===== config.mk =====
export PLATFORM = sky130hd
export DESIGN_NAME = patch_normalized_cross_correlation_top
export DESIGN_NICKNAME = d
export VERILOG_FILES = /design/src/rtl/ncc_pkg.sv /design/src/rtl/ncc_accum.sv /design/src/rtl/ncc_mul.sv /design/src/rtl/ncc_div.sv /design/src/rtl/ncc_sqrt.sv /design/src/rtl/patch_normalized_cross_correlation_top.sv
export SDC_FILE = /design/constraint.sdc
export NUM_CORES = 2
export LEC_CHECK = 0
export ABC_CLOCK_PERIOD_IN_PS = 5500
export BUFFER_PORTS_ARGS = -buffer_cell sky130_fd_sc_hd__buf_2
export CAP_MARGIN = 30
export CELL_PAD_IN_SITES_DETAIL_PLACEMENT = 1
export CELL_PAD_IN_SITES_GLOBAL_PLACEMENT = 1
export CORE_MARGIN = 8
export CORE_UTILIZATION = 46
export DETAILED_ROUTE_END_ITERATION = 10
export GPL_TIMING_DRIVEN = 0
export PLACE_DENSITY_LB_ADDON = 0.1
export SETUP_SLACK_MARGIN = 0.02
export SLEW_MARGIN = 5
export SYNTH_ARGS = -nofsm -noshare
export SYNTH_HDL_FRONTEND = slang
export SYNTH_HIERARCHICAL = 1
export SYNTH_SLANG_ARGS = --single-unit

===== constraint.sdc =====
create_clock -name clk -period 5.5 [get_ports clk]
set_input_delay 0.275 -clock clk [delete_from_list [all_inputs] [get_ports clk]]
set_output_delay 0.275 -clock clk [all_outputs]
set_load 0.005 [all_outputs]

===== src/rtl/ncc_pkg.sv =====
// types and constants of the patch correlation block
package ncc_pkg;

  localparam int MAX_PIXELS = 256;

  localparam int PIX_W  = 8;
  localparam int CNT_W  = 9;
  localparam int SUM_W  = 16;
  localparam int SQ_W   = 24;
  localparam int MUL_W  = 32;
  localparam int PROD_W = 2 * MUL_W;
  localparam int QUOT_W = 31;
  localparam int ROOT_W = 16;
  localparam int CORR_W = 16;

  localparam logic [CORR_W-1:0] CORR_MAX = {1'b0, {(CORR_W-1){1'b1}}};

  typedef struct packed {
    logic [PIX_W-1:0] pixel_a;
    logic [PIX_W-1:0] pixel_b;
    logic             last;
  } in_item_t;

  typedef struct packed {
    logic signed [CORR_W-1:0] correlation;
    logic                     degenerate;
  } out_item_t;

  typedef struct packed {
    logic [CNT_W-1:0] count;
    logic [SUM_W-1:0] sum_a;
    logic [SUM_W-1:0] sum_b;
    logic [SQ_W-1:0]  sum_aa;
    logic [SQ_W-1:0]  sum_bb;
    logic [SQ_W-1:0]  sum_ab;
  } sums_t;

endpackage


===== src/rtl/ncc_accum.sv =====
// pair counter and running sums of a patch
module ncc_accum (
  input  logic             clk,
  input  logic             rst_n,
  input  logic             acc_en,
  input  logic             acc_clear,
  input  ncc_pkg::in_item_t pix,
  output ncc_pkg::sums_t   sums
);
  import ncc_pkg::*;

  sums_t sums_r, sums_nxt;
  logic [2*PIX_W-1:0] sq_a, sq_b, prod_ab;
  logic room;

  // small squares and cross product of one pair
  assign sq_a    = {{PIX_W{1'b0}}, pix.pixel_a} * {{PIX_W{1'b0}}, pix.pixel_a};
  assign sq_b    = {{PIX_W{1'b0}}, pix.pixel_b} * {{PIX_W{1'b0}}, pix.pixel_b};
  assign prod_ab = {{PIX_W{1'b0}}, pix.pixel_a} * {{PIX_W{1'b0}}, pix.pixel_b};
  assign room    = sums_r.count < CNT_W'(MAX_PIXELS);

  // pairs past the limit are dropped
  always_comb begin
    sums_nxt = sums_r;
    if (acc_clear) begin
      sums_nxt = '0;
    end else if (acc_en && room) begin
      sums_nxt.count  = sums_r.count + CNT_W'(1);
      sums_nxt.sum_a  = sums_r.sum_a + {{(SUM_W-PIX_W){1'b0}}, pix.pixel_a};
      sums_nxt.sum_b  = sums_r.sum_b + {{(SUM_W-PIX_W){1'b0}}, pix.pixel_b};
      sums_nxt.sum_aa = sums_r.sum_aa + {{(SQ_W-2*PIX_W){1'b0}}, sq_a};
      sums_nxt.sum_bb = sums_r.sum_bb + {{(SQ_W-2*PIX_W){1'b0}}, sq_b};
      sums_nxt.sum_ab = sums_r.sum_ab + {{(SQ_W-2*PIX_W){1'b0}}, prod_ab};
    end
  end

  always_ff @(posedge clk) begin
    if (!rst_n) begin
      sums_r <= '0;
    end else begin
      sums_r <= sums_nxt;
    end
  end

  assign sums = sums_r;

endmodule


===== src/rtl/ncc_mul.sv =====
// serial shift-and-add multiplier, one multiplier bit per cycle
module ncc_mul (
  input  logic                       clk,
  input  logic                       rst_n,
  input  logic                       start,
  input  logic [ncc_pkg::MUL_W-1:0]  mcand,
  input  logic [ncc_pkg::MUL_W-1:0]  mplier,
  output logic [ncc_pkg::PROD_W-1:0] prod,
  output logic                       done
);
  import ncc_pkg::*;

  logic              busy_r, busy_nxt;
  logic              done_r, done_nxt;
  logic [PROD_W-1:0] mc_r, mc_nxt;
  logic [MUL_W-1:0]  mp_r, mp_nxt;
  logic [PROD_W-1:0] acc_r, acc_nxt;

  // stops as soon as the remaining multiplier bits are all zero
  always_comb begin
    busy_nxt = busy_r;
    done_nxt = 1'b0;
    mc_nxt   = mc_r;
    mp_nxt   = mp_r;
    acc_nxt  = acc_r;
    if (start) begin
      busy_nxt = 1'b1;
      mc_nxt   = {{(PROD_W-MUL_W){1'b0}}, mcand};
      mp_nxt   = mplier;
      acc_nxt  = '0;
    end else if (busy_r) begin
      if (mp_r == '0) begin
        busy_nxt = 1'b0;
        done_nxt = 1'b1;
      end else begin
        if (mp_r[0]) begin
          acc_nxt = acc_r + mc_r;
        end
        mc_nxt = {mc_r[PROD_W-2:0], 1'b0};
        mp_nxt = {1'b0, mp_r[MUL_W-1:1]};
      end
    end
  end

  always_ff @(posedge clk) begin
    if (!rst_n) begin
      busy_r <= 1'b0;
      done_r <= 1'b0;
    end else begin
      busy_r <= busy_nxt;
      done_r <= done_nxt;
    end
    mc_r  <= mc_nxt;
    mp_r  <= mp_nxt;
    acc_r <= acc_nxt;
  end

  assign prod = acc_r;
  assign done = done_r;

endmodule


===== src/rtl/ncc_div.sv =====
// restoring divider, one quotient bit per cycle, for cov^2 * 2^30 / var product
module ncc_div (
  input  logic                       clk,
  input  logic                       rst_n,
  input  logic                       start,
  input  logic [ncc_pkg::PROD_W-1:0] num,
  input  logic [ncc_pkg::PROD_W-1:0] den,
  output logic [ncc_pkg::QUOT_W-1:0] quot,
  output logic                       done
);
  import ncc_pkg::*;

  localparam int CNT_DW = $clog2(QUOT_W);

  logic              busy_r, busy_nxt;
  logic              done_r, done_nxt;
  logic [CNT_DW-1:0] cnt_r, cnt_nxt;
  logic [PROD_W-1:0] rem_r, rem_nxt;
  logic              feed_r, feed_nxt;
  logic [QUOT_W-1:0] quot_r, quot_nxt;
  logic [PROD_W:0]   trial, diff;
  logic              ge;

  // the dividend is num followed by 30 zero bits: start from num >> 1
  assign trial = {rem_r, feed_r};
  assign ge    = trial >= {1'b0, den};
  assign diff  = trial - {1'b0, den};

  always_comb begin
    busy_nxt = busy_r;
    done_nxt = 1'b0;
    cnt_nxt  = cnt_r;
    rem_nxt  = rem_r;
    feed_nxt = feed_r;
    quot_nxt = quot_r;
    if (start) begin
      busy_nxt = 1'b1;
      cnt_nxt  = '0;
      rem_nxt  = {1'b0, num[PROD_W-1:1]};
      feed_nxt = num[0];
      quot_nxt = '0;
    end else if (busy_r) begin
      rem_nxt  = ge ? diff[PROD_W-1:0] : trial[PROD_W-1:0];
      quot_nxt = {quot_r[QUOT_W-2:0], ge};
      feed_nxt = 1'b0;
      cnt_nxt  = cnt_r + CNT_DW'(1);
      if (cnt_r == CNT_DW'(QUOT_W - 1)) begin
        busy_nxt = 1'b0;
        done_nxt = 1'b1;
      end
    end
  end

  always_ff @(posedge clk) begin
    if (!rst_n) begin
      busy_r <= 1'b0;
      done_r <= 1'b0;
    end else begin
      busy_r <= busy_nxt;
      done_r <= done_nxt;
    end
    cnt_r  <= cnt_nxt;
    rem_r  <= rem_nxt;
    feed_r <= feed_nxt;
    quot_r <= quot_nxt;
  end

  assign quot = quot_r;
  assign done = done_r;

endmodule


===== src/rtl/ncc_sqrt.sv =====
// digit-by-digit integer square root, two radicand bits per cycle
module ncc_sqrt (
  input  logic                       clk,
  input  logic                       rst_n,
  input  logic                       start,
  input  logic [ncc_pkg::QUOT_W-1:0] radicand,
  output logic [ncc_pkg::ROOT_W-1:0] root,
  output logic                       done
);
  import ncc_pkg::*;

  localparam int X_W    = 2 * ROOT_W;
  localparam int REM_W  = ROOT_W + 4;
  localparam int CNT_SW = $clog2(ROOT_W);

  logic              busy_r, busy_nxt;
  logic              done_r, done_nxt;
  logic [CNT_SW-1:0] cnt_r, cnt_nxt;
  logic [X_W-1:0]    x_r, x_nxt;
  logic [REM_W-1:0]  rem_r, rem_nxt;
  logic [ROOT_W-1:0] root_r, root_nxt;
  logic [REM_W-1:0]  rem_sh, trial;
  logic              ge;

  // bring down the next radicand digit and try root*4+1
  assign rem_sh = {rem_r[REM_W-3:0], x_r[X_W-1:X_W-2]};
  assign trial  = {2'b00, root_r, 2'b01};
  assign ge     = rem_sh >= trial;

  always_comb begin
    busy_nxt = busy_r;
    done_nxt = 1'b0;
    cnt_nxt  = cnt_r;
    x_nxt    = x_r;
    rem_nxt  = rem_r;
    root_nxt = root_r;
    if (start) begin
      busy_nxt = 1'b1;
      cnt_nxt  = '0;
      x_nxt    = {{(X_W-QUOT_W){1'b0}}, radicand};
      rem_nxt  = '0;
      root_nxt = '0;
    end else if (busy_r) begin
      rem_nxt  = ge ? (rem_sh - trial) : rem_sh;
      root_nxt = {root_r[ROOT_W-2:0], ge};
      x_nxt    = {x_r[X_W-3:0], 2'b00};
      cnt_nxt  = cnt_r + CNT_SW'(1);
      if (cnt_r == CNT_SW'(ROOT_W - 1)) begin
        busy_nxt = 1'b0;
        done_nxt = 1'b1;
      end
    end
  end

  always_ff @(posedge clk) begin
    if (!rst_n) begin
      busy_r <= 1'b0;
      done_r <= 1'b0;
    end else begin
      busy_r <= busy_nxt;
      done_r <= done_nxt;
    end
    cnt_r  <= cnt_nxt;
    x_r    <= x_nxt;
    rem_r  <= rem_nxt;
    root_r <= root_nxt;
  end

  assign root = root_r;
  assign done = done_r;

endmodule


===== src/rtl/patch_normalized_cross_correlation_top.sv =====
// top level of the zero-mean normalized cross correlation block
//
// Input channel in_valid/in_ready/in_data carries one pixel pair per item, with
// a last flag on the final pair of a patch. Pairs are taken one per cycle while
// the block collects a patch; pairs beyond 256 are dropped but last still counts.
// Output channel out_valid/out_ready/out_data gives one item per patch: the
// Q1.15 correlation (truncated toward zero, +1.0 saturated to 32767) and a
// degenerate flag, set with a zero coefficient when either patch is flat.
// After the last item, one serial shift-add multiplier runs eight products in
// turn (one multiplier bit per cycle, stopping once the remaining bits are zero),
// then a restoring divider gives 31 quotient bits and a square root unit 16 root
// bits, one per cycle; a flat patch goes straight to the output after the
// variance terms and skips the last two products, the divider and the square
// root. in_ready stays low until the result has moved into the output register.
// The result sits in an output register, so a stalled receiver does not block
// the next patch's pairs; only the following result waits for out_ready.
// Synchronous active-low reset clears the sums, the sequencer and out_valid.
module patch_normalized_cross_correlation_top (
  input  logic               clk,
  input  logic               rst_n,
  input  logic               in_valid,
  output logic               in_ready,
  input  ncc_pkg::in_item_t  in_data,
  output logic               out_valid,
  input  logic               out_ready,
  output ncc_pkg::out_item_t out_data
);
  import ncc_pkg::*;

  typedef enum logic [3:0] {
    ST_ACC, ST_COV_N, ST_COV_S, ST_VA_N, ST_VA_S, ST_VB_N, ST_VB_S,
    ST_VAR_P, ST_COV_SQ, ST_DIV, ST_SQRT, ST_OUT
  } state_t;

  state_t            state_r, state_nxt;
  logic              issued_r, issued_nxt;
  logic [MUL_W-1:0]  first_r, first_nxt;
  logic [MUL_W:0]    cov_r, cov_nxt;
  logic [MUL_W:0]    va_r, va_nxt;
  logic [MUL_W:0]    vb_r, vb_nxt;
  logic [PROD_W-1:0] p_r, p_nxt;
  logic [PROD_W-1:0] c2_r, c2_nxt;
  logic [QUOT_W-1:0] quot_r, quot_nxt;
  logic [CORR_W-1:0] corr_r, corr_nxt;
  logic              degen_r, degen_nxt;
  logic              out_valid_r, out_valid_nxt;
  out_item_t         out_data_r, out_data_nxt;

  sums_t             sums;
  logic              in_acc, acc_clear;
  logic              mul_start, mul_done, div_start, div_done, sqrt_start, sqrt_done;
  logic [MUL_W-1:0]  mcand, mplier, mag;
  logic [PROD_W-1:0] mul_prod;
  logic [QUOT_W-1:0] div_quot;
  logic [ROOT_W-1:0] root;
  logic [MUL_W:0]    diff, cov_abs;
  logic              is_mul_state, va_bad, vb_bad;

  assign in_ready  = (state_r == ST_ACC);
  assign in_acc    = in_valid && in_ready;
  assign acc_clear = (state_r == ST_OUT) && (!out_valid_r || out_ready);

  ncc_accum u_accum (
    .clk       (clk),
    .rst_n     (rst_n),
    .acc_en    (in_acc),
    .acc_clear (acc_clear),
    .pix       (in_data),
    .sums      (sums)
  );

  // operand selection for the shared multiplier
  always_comb begin
    is_mul_state = 1'b1;
    mcand        = '0;
    mplier       = '0;
    case (state_r)
      ST_COV_N: begin
        mcand  = {{(MUL_W-SQ_W){1'b0}}, sums.sum_ab};
        mplier = {{(MUL_W-CNT_W){1'b0}}, sums.count};
      end
      ST_COV_S: begin
        mcand  = {{(MUL_W-SUM_W){1'b0}}, sums.sum_a};
        mplier = {{(MUL_W-SUM_W){1'b0}}, sums.sum_b};
      end
      ST_VA_N: begin
        mcand  = {{(MUL_W-SQ_W){1'b0}}, sums.sum_aa};
        mplier = {{(MUL_W-CNT_W){1'b0}}, sums.count};
      end
      ST_VA_S: begin
        mcand  = {{(MUL_W-SUM_W){1'b0}}, sums.sum_a};
        mplier = {{(MUL_W-SUM_W){1'b0}}, sums.sum_a};
      end
      ST_VB_N: begin
        mcand  = {{(MUL_W-SQ_W){1'b0}}, sums.sum_bb};
        mplier = {{(MUL_W-CNT_W){1'b0}}, sums.count};
      end
      ST_VB_S: begin
        mcand  = {{(MUL_W-SUM_W){1'b0}}, sums.sum_b};
        mplier = {{(MUL_W-SUM_W){1'b0}}, sums.sum_b};
      end
      ST_VAR_P: begin
        mcand  = va_r[MUL_W-1:0];
        mplier = vb_r[MUL_W-1:0];
      end
      ST_COV_SQ: begin
        mcand  = mag;
        mplier = mag;
      end
      default: begin
        is_mul_state = 1'b0;
      end
    endcase
  end

  assign mul_start  = is_mul_state && !issued_r;
  assign div_start  = (state_r == ST_DIV) && !issued_r;
  assign sqrt_start = (state_r == ST_SQRT) && !issued_r;

  ncc_mul u_mul (
    .clk    (clk),
    .rst_n  (rst_n),
    .start  (mul_start),
    .mcand  (mcand),
    .mplier (mplier),
    .prod   (mul_prod),
    .done   (mul_done)
  );

  ncc_div u_div (
    .clk   (clk),
    .rst_n (rst_n),
    .start (div_start),
    .num   (c2_r),
    .den   (p_r),
    .quot  (div_quot),
    .done  (div_done)
  );

  ncc_sqrt u_sqrt (
    .clk      (clk),
    .rst_n    (rst_n),
    .start    (sqrt_start),
    .radicand (quot_r),
    .root     (root),
    .done     (sqrt_done)
  );

  // difference of the two products of a term, and covariance magnitude
  assign diff    = {1'b0, first_r} - {1'b0, mul_prod[MUL_W-1:0]};
  assign cov_abs = cov_r[MUL_W] ? (~cov_r + {{MUL_W{1'b0}}, 1'b1}) : cov_r;
  assign mag     = cov_abs[MUL_W-1:0];
  assign va_bad  = va_r[MUL_W] || (va_r == '0);
  assign vb_bad  = diff[MUL_W] || (diff == '0);

  // sequencer
  always_comb begin
    state_nxt     = state_r;
    issued_nxt    = issued_r;
    first_nxt     = first_r;
    cov_nxt       = cov_r;
    va_nxt        = va_r;
    vb_nxt        = vb_r;
    p_nxt         = p_r;
    c2_nxt        = c2_r;
    quot_nxt      = quot_r;
    corr_nxt      = corr_r;
    degen_nxt     = degen_r;
    out_valid_nxt = out_valid_r && !out_ready;
    out_data_nxt  = out_data_r;
    case (state_r)
      ST_ACC: begin
        if (in_acc && in_data.last) begin
          state_nxt = ST_COV_N;
        end
      end
      ST_COV_N, ST_COV_S, ST_VA_N, ST_VA_S, ST_VB_N, ST_VB_S, ST_VAR_P, ST_COV_SQ: begin
        if (!issued_r) begin
          issued_nxt = 1'b1;
        end else if (mul_done) begin
          issued_nxt = 1'b0;
          first_nxt  = mul_prod[MUL_W-1:0];
          case (state_r)
            ST_COV_N: state_nxt = ST_COV_S;
            ST_COV_S: begin
              cov_nxt   = diff;
              state_nxt = ST_VA_N;
            end
            ST_VA_N: state_nxt = ST_VA_S;
            ST_VA_S: begin
              va_nxt    = diff;
              state_nxt = ST_VB_N;
            end
            ST_VB_N: state_nxt = ST_VB_S;
            ST_VB_S: begin
              vb_nxt = diff;
              if (va_bad || vb_bad) begin
                degen_nxt = 1'b1;
                corr_nxt  = '0;
                state_nxt = ST_OUT;
              end else begin
                degen_nxt = 1'b0;
                state_nxt = ST_VAR_P;
              end
            end
            ST_VAR_P: begin
              p_nxt     = mul_prod;
              state_nxt = ST_COV_SQ;
            end
            default: begin
              c2_nxt    = mul_prod;
              state_nxt = ST_DIV;
            end
          endcase
        end
      end
      ST_DIV: begin
        if (!issued_r) begin
          issued_nxt = 1'b1;
        end else if (div_done) begin
          issued_nxt = 1'b0;
          quot_nxt   = div_quot;
          state_nxt  = ST_SQRT;
        end
      end
      ST_SQRT: begin
        if (!issued_r) begin
          issued_nxt = 1'b1;
        end else if (sqrt_done) begin
          issued_nxt = 1'b0;
          // apply the sign, saturate +1.0
          if (cov_r[MUL_W]) begin
            corr_nxt = (~root) + {{(CORR_W-1){1'b0}}, 1'b1};
          end else if (root[ROOT_W-1]) begin
            corr_nxt = CORR_MAX;
          end else begin
            corr_nxt = root;
          end
          state_nxt = ST_OUT;
        end
      end
      ST_OUT: begin
        if (acc_clear) begin
          out_valid_nxt            = 1'b1;
          out_data_nxt.correlation = corr_r;
          out_data_nxt.degenerate  = degen_r;
          state_nxt                = ST_ACC;
        end
      end
      default: begin
        state_nxt = ST_ACC;
      end
    endcase
  end

  always_ff @(posedge clk) begin
    if (!rst_n) begin
      state_r     <= ST_ACC;
      issued_r    <= 1'b0;
      out_valid_r <= 1'b0;
    end else begin
      state_r     <= state_nxt;
      issued_r    <= issued_nxt;
      out_valid_r <= out_valid_nxt;
    end
    first_r    <= first_nxt;
    cov_r      <= cov_nxt;
    va_r       <= va_nxt;
    vb_r       <= vb_nxt;
    p_r        <= p_nxt;
    c2_r       <= c2_nxt;
    quot_r     <= quot_nxt;
    corr_r     <= corr_nxt;
    degen_r    <= degen_nxt;
    out_data_r <= out_data_nxt;
  end

  assign out_valid = out_valid_r;
  assign out_data  = out_data_r;

endmodule


# Yosys cells after proc, flatten, opt, wreduce, memory -nomap -nowiden

Cells that the tools add are included.

Add/sub/neg operators: 14
Multipliers: 3
$lt $le $gt $ge: 3
Eq/ne operators: 24
Muxes and demuxes: 60
Bitwise logic cells: 8
Reduce and logical (&&, ||, !) cells: 46

Operators by type and width:

| cell                                          | count |
|---|---|
| 2-to-1 mux 32 bit                             | 7 |
| one-hot mux 32 bit (7 select lines)           | 1 |
| one-hot mux 32 bit (5 select lines)           | 1 |
| 2-to-1 mux 63 bit                             | 2 |
| 2-to-1 mux 16 bit                             | 7 |
| adder 24 x 16 -> 24 bit                       | 3 |
| logical NOT 33 bit                            | 2 |
| >= comparator 65 x 64 -> 1 bit                | 1 |
| adder 64 bit                                  | 1 |
| 2-to-1 mux 64 bit                             | 1 |
| subtractor 64 bit                             | 1 |
| 2-to-1 mux 31 bit                             | 2 |
| multiplier 8 x 8 -> 16 bit                    | 3 |
| 2-to-1 mux 4 bit                              | 9 |
| subtractor 32 x 32 -> 33 bit                  | 1 |
| adder 16 x 8 -> 16 bit                        | 2 |
| adder 32 x 1 -> 32 bit, second input constant | 1 |
| logical NOT 32 bit                            | 1 |
| inverter 32 bit                               | 1 |
| one-hot mux 16 bit (2 select lines)           | 1 |
| one-hot mux 4 bit (7 select lines)            | 1 |
| 2-to-1 mux 1 bit                              | 24 |
| == test 4 bit, second input constant          | 5 |
| >= comparator 20 x 18 -> 1 bit                | 1 |
| 33 further kinds                              | 79 |

Bits in registers: 779
Bits of input ports: 21
Output and inout bits: 19

# Longest topological paths before layout

Depth after elaboration: 9
Depth in mapped cells: 19
Gate-level depth less buffers: 18

# Cells and area by module

The synthesis kept the hierarchy.

Modules (own cells, without submodules):

| module                                 | times used | cells an instance | area an instance (µm²) | sequential area each (µm²) |
|---|---|---|---|---|
| patch_normalized_cross_correlation_top | 1          | 1183              | 15069.5                | 9819.4 |
| ncc_accum                              | 1          | 1451              | 12139.1                | 2262.2 |
| ncc_mul                                | 1          | 1109              | 10039.6                | 3883.7 |
| ncc_div                                | 1          | 1089              | 9281.4                 | 2702.6 |
| ncc_sqrt                               | 1          | 400               | 4077.7                 | 1751.7 |

# Worst setup path before layout

OpenSTA, ideal clock, no wires.

Kind: register to register
From: reg state_r[0]
To: reg p_r[0] (enable)
Arrival time: 5.210 ns
Data required time: 4.933 ns
Slack: -0.277 ns
Cell stages (with the launch flop): 5
Period minus slack after synthesis: 5.777 ns
Cells stage by stage: dfxtp_1 clkbuf_1 nand2b_1 clkbuf_1 nor3_1

Word-level cells in the longest chain between the ends: 3
Elaborated cells on any way between the ends: 10
Those cells by class: eq/ne (8); reduce/logical (2)

RTL lines:

| what                                                 | RTL line                                      | source |
|---|---|---|
| start, declared                                      | patch_normalized_cross_correlation_top.sv:35  | `state_t state_r, state_nxt;` |
| start signal, assigned                               | patch_normalized_cross_correlation_top.sv:262 | `state_r <= state_nxt;` |
| == test 4 x 3 -> 1 bit, or another cell as far along | patch_normalized_cross_correlation_top.sv:171 | `case (state_r)` |
| OR reduction 8 bit (no source line)                  | -                                             |  |
| AND reduction 4 bit (no source line) (*)             | -                                             |  |
| end signal, assigned                                 | patch_normalized_cross_correlation_top.sv:270 | `p_r <= p_nxt;` |
| end, declared                                        | patch_normalized_cross_correlation_top.sv:41  | `logic [PROD_W-1:0] p_r, p_nxt;` |

Every way passes the cells marked *; elsewhere a longest branch is shown, timed or not.
A chain may end at the register's enable or synchronous reset.

# Final worst setup path

From: in in_data[4] (netlist name)
To: reg u_accum.sums_r (netlist bit u_accum/sums[18])

Word-level cells in the longest chain between the ends: 2

RTL lines:

| what                       | RTL line                                     | source |
|---|---|---|
| start, declared            | patch_normalized_cross_correlation_top.sv:23 | `input ncc_pkg::in_item_t in_data,` |
| multiplier 8 x 8 -> 16 bit | ncc_accum.sv:19                              | `assign prod_ab = {{PIX_W{1'b0}}, pix.pixel_a} * {{PIX_W{1'b0}}, pix.pixel_b};` |
| adder 24 x 16 -> 24 bit    | ncc_accum.sv:33                              | `sums_nxt.sum_ab = sums_r.sum_ab + {{(SQ_W-2*PIX_W){1'b0}}, prod_ab};` |
| end signal, assigned       | ncc_accum.sv:41                              | `sums_r <= sums_nxt;` |
| end, declared              | ncc_accum.sv:12                              | `sums_t sums_r, sums_nxt;` |

No other way between the ends.

==> run_results.csv <==
group,metric,value,unit
power_and_ir_drop,clkPwrFrac,27.4,%
grt,grt_start_max_net_pins,65,
worst_setup_path,cp_common_cell,"fa_1",
worst_setup_path,required,6.08,ns
cts,cts-buffers-inserted,89,
cts,cts.clk_slew.worst_paths,0.06,ns
synth,synthCells,5232,
synth,synth.net_count,5708,
power_and_ir_drop,power_density,413.3,nW/um^2
route,vias_per_cell,5.978,
sta,drv_slew,0,
synth,synthAdderAreaFrac,13.16,%
cells_and_area,drive_gt1_share,9.325,%
cells_and_area,stdcell_count,6862,
cells_and_area,fin_area,56080,um^2
worst_setup_path,rrSetupSlack,0.28,ns
power_and_ir_drop,switchingPower,9.022,mW
worst_setup_path,cp_num_buf_inv,5,
grt,grt_use_total,26.51,%
hold_path,hold_path_depth,4,
synth,synthSimpleGateAreaFrac,14.69,%
place,dp.cells,6705,
synth,synth_compound_area_share,16.75,%
synth,synth_xor_area_share,3.753,%
cts,htreeDepth,3,
sta,finalSetupViolations,0,
place,dpl.hpwl,127400,um
cts,clkSinkCount,779,
floorplan,fp-row-count,121,
synth,ys_warn_count,6,
worst_setup_path,path_class,"in -> reg",
hold_path,hold_class,"in -> reg",
sta,max_freq,190.9,MHz
flow_run,cap_violations,0,
cells_and_area,syn_to_final_growth,10.81,%
worst_setup_path,worstPathArrival,5.82,ns
synth,syn-cell-area,50610,um^2
cells_and_area,fin_nets,5849,
sta,fin_tns_setup,0,ns
cts,postCtsSetupBuffers,0,
sta,fin_skew,0.05024,ns
cts,cts_tree,"done",
route,dr.pass1.iters,8,
grt,grt_pass1_vias,42349,
worst_setup_path,cp_max_fo,10,
power_and_ir_drop,internal_power,14.16,mW
worst_setup_path,endpoint_kind,"flip-flop",
floorplan,ios,40,
synth,synth_edf_count,482,
power_and_ir_drop,ir_worst_vdd,0.3191,mV
synth,syn_area_per_cell,9.673,um^2
cells_and_area,finish.utilization,51.45,%
cells_and_area,n_fill_cell,12275,
route,post-route-drc-count,0,
place,dpl-instance-area,52920,um^2
worst_setup_path,rr_worst_depth,16,
route,drtIter0Drc,3146,
grt,antenna_found_initial,5,
power_and_ir_drop,pwr-share-comb,38.6,%
synth,synth_top_family_by_area,"compound AO/OA/AOI/OAI gates",
worst_setup_path,path_cells,"buf_2, clkbuf_1, nand2_1, fa_1, fa_1, inv_1, fa_1, inv_1, fa_1, inv_1, ha_1, o211ai_1, o211a_1, o31ai_1, o21ai_1, o21ai_1, a21oi_1, a31o_1",
sta,worst_pin_slew,1.017,ns
status,outcome,"finished, final reports clean",
route,vias,41024,
worst_setup_path,crit_start,"in_data[4]",
floorplan,dieArea,120900,um^2
worst_setup_path,cpPeakStageDelay,0.55,ns
cts,max-clock-path-buffers,3,
hold_path,hp-start,"out_ready",
synth,yosysSeqAreaShare,40.35,%
power_and_ir_drop,leakagePower,22.63,nW
cells_and_area,n_antenna_cell,0,
cts,root_buffer,"clkbuf_16",
place,gp_congestion,0.9134,
floorplan,core,109000,um^2
sta,period_minus_slack,5.238,ns
power_and_ir_drop,power_frac_seq,34.0,%
place,portBuffers,39,
sta,min_period_over_period,95.24,%
worst_setup_path,r2r-start,"u_accum/sums[6]",
hold_path,min_to,"out_valid",
cts,clkLatencyLatePin,0.71,ns
floorplan,die_w,347.7,um
worst_setup_path,path_delay_family,"adder cells",
grt,grt_first_pass_wirelength,253600,um
synth,synth_cell_types,123,
synth,muxShareOfSynthArea,5.773,%
route,routedWlPerCell,23.75,um
grt,grt_overflow,0,
worst_setup_path,crit_path_top_delay_cell,"clkbuf_1",
sta,finalHoldViolCount,0,
power_and_ir_drop,p_sw_share,38.92,%
worst_setup_path,startpoint_type,"primary input",
floorplan,fp.dieH,347.7,um
synth,yosys_most_used_dff,"edfxtp_1",
synth,synthArstFlopShare,0,%
sta,relSlewSlack,32.05,%
synth,ys_seq_elements,779,
route,drt-total-wl,163000,um
route,antenna_left,0,
worst_setup_path,rr_endpoint,"u_accum/sums[18]",
floorplan,start_util,46.43,%
sta,rsz0062_at_grt,"no",
-- area by class of cell --
type	instances	area (um^2)	share of cell area, %
buffer	244	1066	1.901
clock buffer	111	2431	4.335
clock inverter	55	744.5	1.328
inverter	450	1692	3.017
multi-input combinational	3748	27450	48.95
sequential	779	20420	36.41
tap	1414	1769	3.155
timing repair buffer	61	504.2	0.8992
-- logic make-up (layout without fill, tap and decap cells) --
logic type	after synthesis	after routing
XOR/XNOR	216	216
AO/OA/AOI/OAI	1275	1275
flip-flops	779	779
multiplexers	263	263
AND/OR/NAND/NOR	1539	1539
adder cells (fa/ha/maj)	455	455
buffers and inverters	705	921
-- routing by layer --
metal  vias up  wire [um]  GRT usage, %  part of all wire [%]
met4         2       3893         6.543                   2.4
met3       239       8155         3.539                   5.0
li1      19083          -             -                     -
met5         -         12             0                0.0074
met2      1007      74170         42.47                    46
met1     20693      76730         37.94                    47
-- worst max path at each step --
stage,slack (ns),cells past startpoint,endpoint
after floorplan,0.94,17,u_accum/sums[18]
after global placement,-1.19,5,c2_r[43]
after detailed placement,-0.68,18,u_accum/sums[18]
after CTS,0.06,18,u_accum/sums[18]
after global routing,0.03,18,u_accum/sums[22]
final,0.26,18,u_accum/sums[18]
-- power by group through the flow --
stage               Sequential, mW  Combinational, mW  Clock [mW]
finish                        7.88               8.94        6.36
global placement              7.99               8.53           0
global route                  7.93               9.97        6.69
CTS                           7.86               8.94        6.50
detailed placement            7.98               8.86           0
floorplan                     7.53               6.52           0
-- per-stage QoR --
stage                     power, mW  hold WS (ns)  worst slack [ns]
after floorplan               14.05        0.3888            0.9410
after global placement        16.52        0.4052            -1.186
after detailed placement      16.84        0.4056           -0.6767
after global routing          24.59       0.07961           0.03003
final                         23.18       0.07760            0.2618
after CTS                     23.30       0.03521           0.06199
-- registers in the layout (all words and copies together), names as in the netlist, 4 cells and up --
register      flops
u_sqrt/cnt_r      4
u_sqrt/rem_r     18
u_mul/mc_r       64
u_mul/prod       64
u_div/quot       31
cov_r            33
u_div/rem_r      64
p_r              64
corr_r           16
u_div/cnt_r       5
c2_r             64
quot_r           31
vb_r             32
out_data         17
u_accum/sums    113
u_sqrt/root      16
va_r             33
first_r          32
u_mul/mp_r       32
u_sqrt/x_r       32
state_r           4
-- worst register-to-register path: cells and delay by family, from the launching register on --
| kind | cells | cell delay, ns |
|---|---|---|
| adders and majority gates | 5 | 2.43 |
| buffers and inverters | 4 | 0.23 |
| AOI/OAI and AO/OA | 7 | 2.05 |
| DFF | 1 | 0.40 |
-- Yosys cell counts (all sizes together), types with 28 or more instances --
master	number	area share, %
o21ai	243	2.4
and3	38	0.47
a21oi	416	4.2
o211ai	37	0.57
a22oi	61	0.90
ha	326	8.1
or3	55	0.68
nand3	108	1.1
nor2b	58	0.72
mux2i	107	2.1
nand4	88	1.1
nand2	539	4.0
o31ai	30	0.48
fa	129	5.1
nor4	47	0.65
buf	77	0.86
xor2	84	1.5
and2	102	1.3
nor3	57	0.58
dfxtp	297	12
mux2	156	3.7
o21bai	39	0.60
a211oi	52	0.86
inv	449	3.3
a21o	102	1.5
nand2b	34	0.44
a221oi	28	0.52
clkbuf	178	1.3
a31oi	39	0.59
nor2	336	2.5
xnor2	132	2.3
edfxtp	482	29
-- cell usage in the layout, fill, tap and decap left out, drive strengths merged, types with 39 or more instances in the layout --
master  instances
nor2          336
o21ai         243
fa            129
mux2          156
dfxtp         297
nand3         108
o21bai         39
a21o          102
nor2b          58
xor2           84
buf           136
xnor2         132
a22oi          61
nor4           47
a211oi         52
nand2         539
inv           453
ha            326
or3            55
clkbuf        279
and2          102
nor3           57
a21oi         416
nand4          88
edfxtp        482
a31oi          39
mux2i         107
-- timing repair --
action	in CTS	in global routing
resized for setup	0	2
endpoints found under the setup margin	0	3
hold buffers	0	0
(Power assumes the default switching activity.)
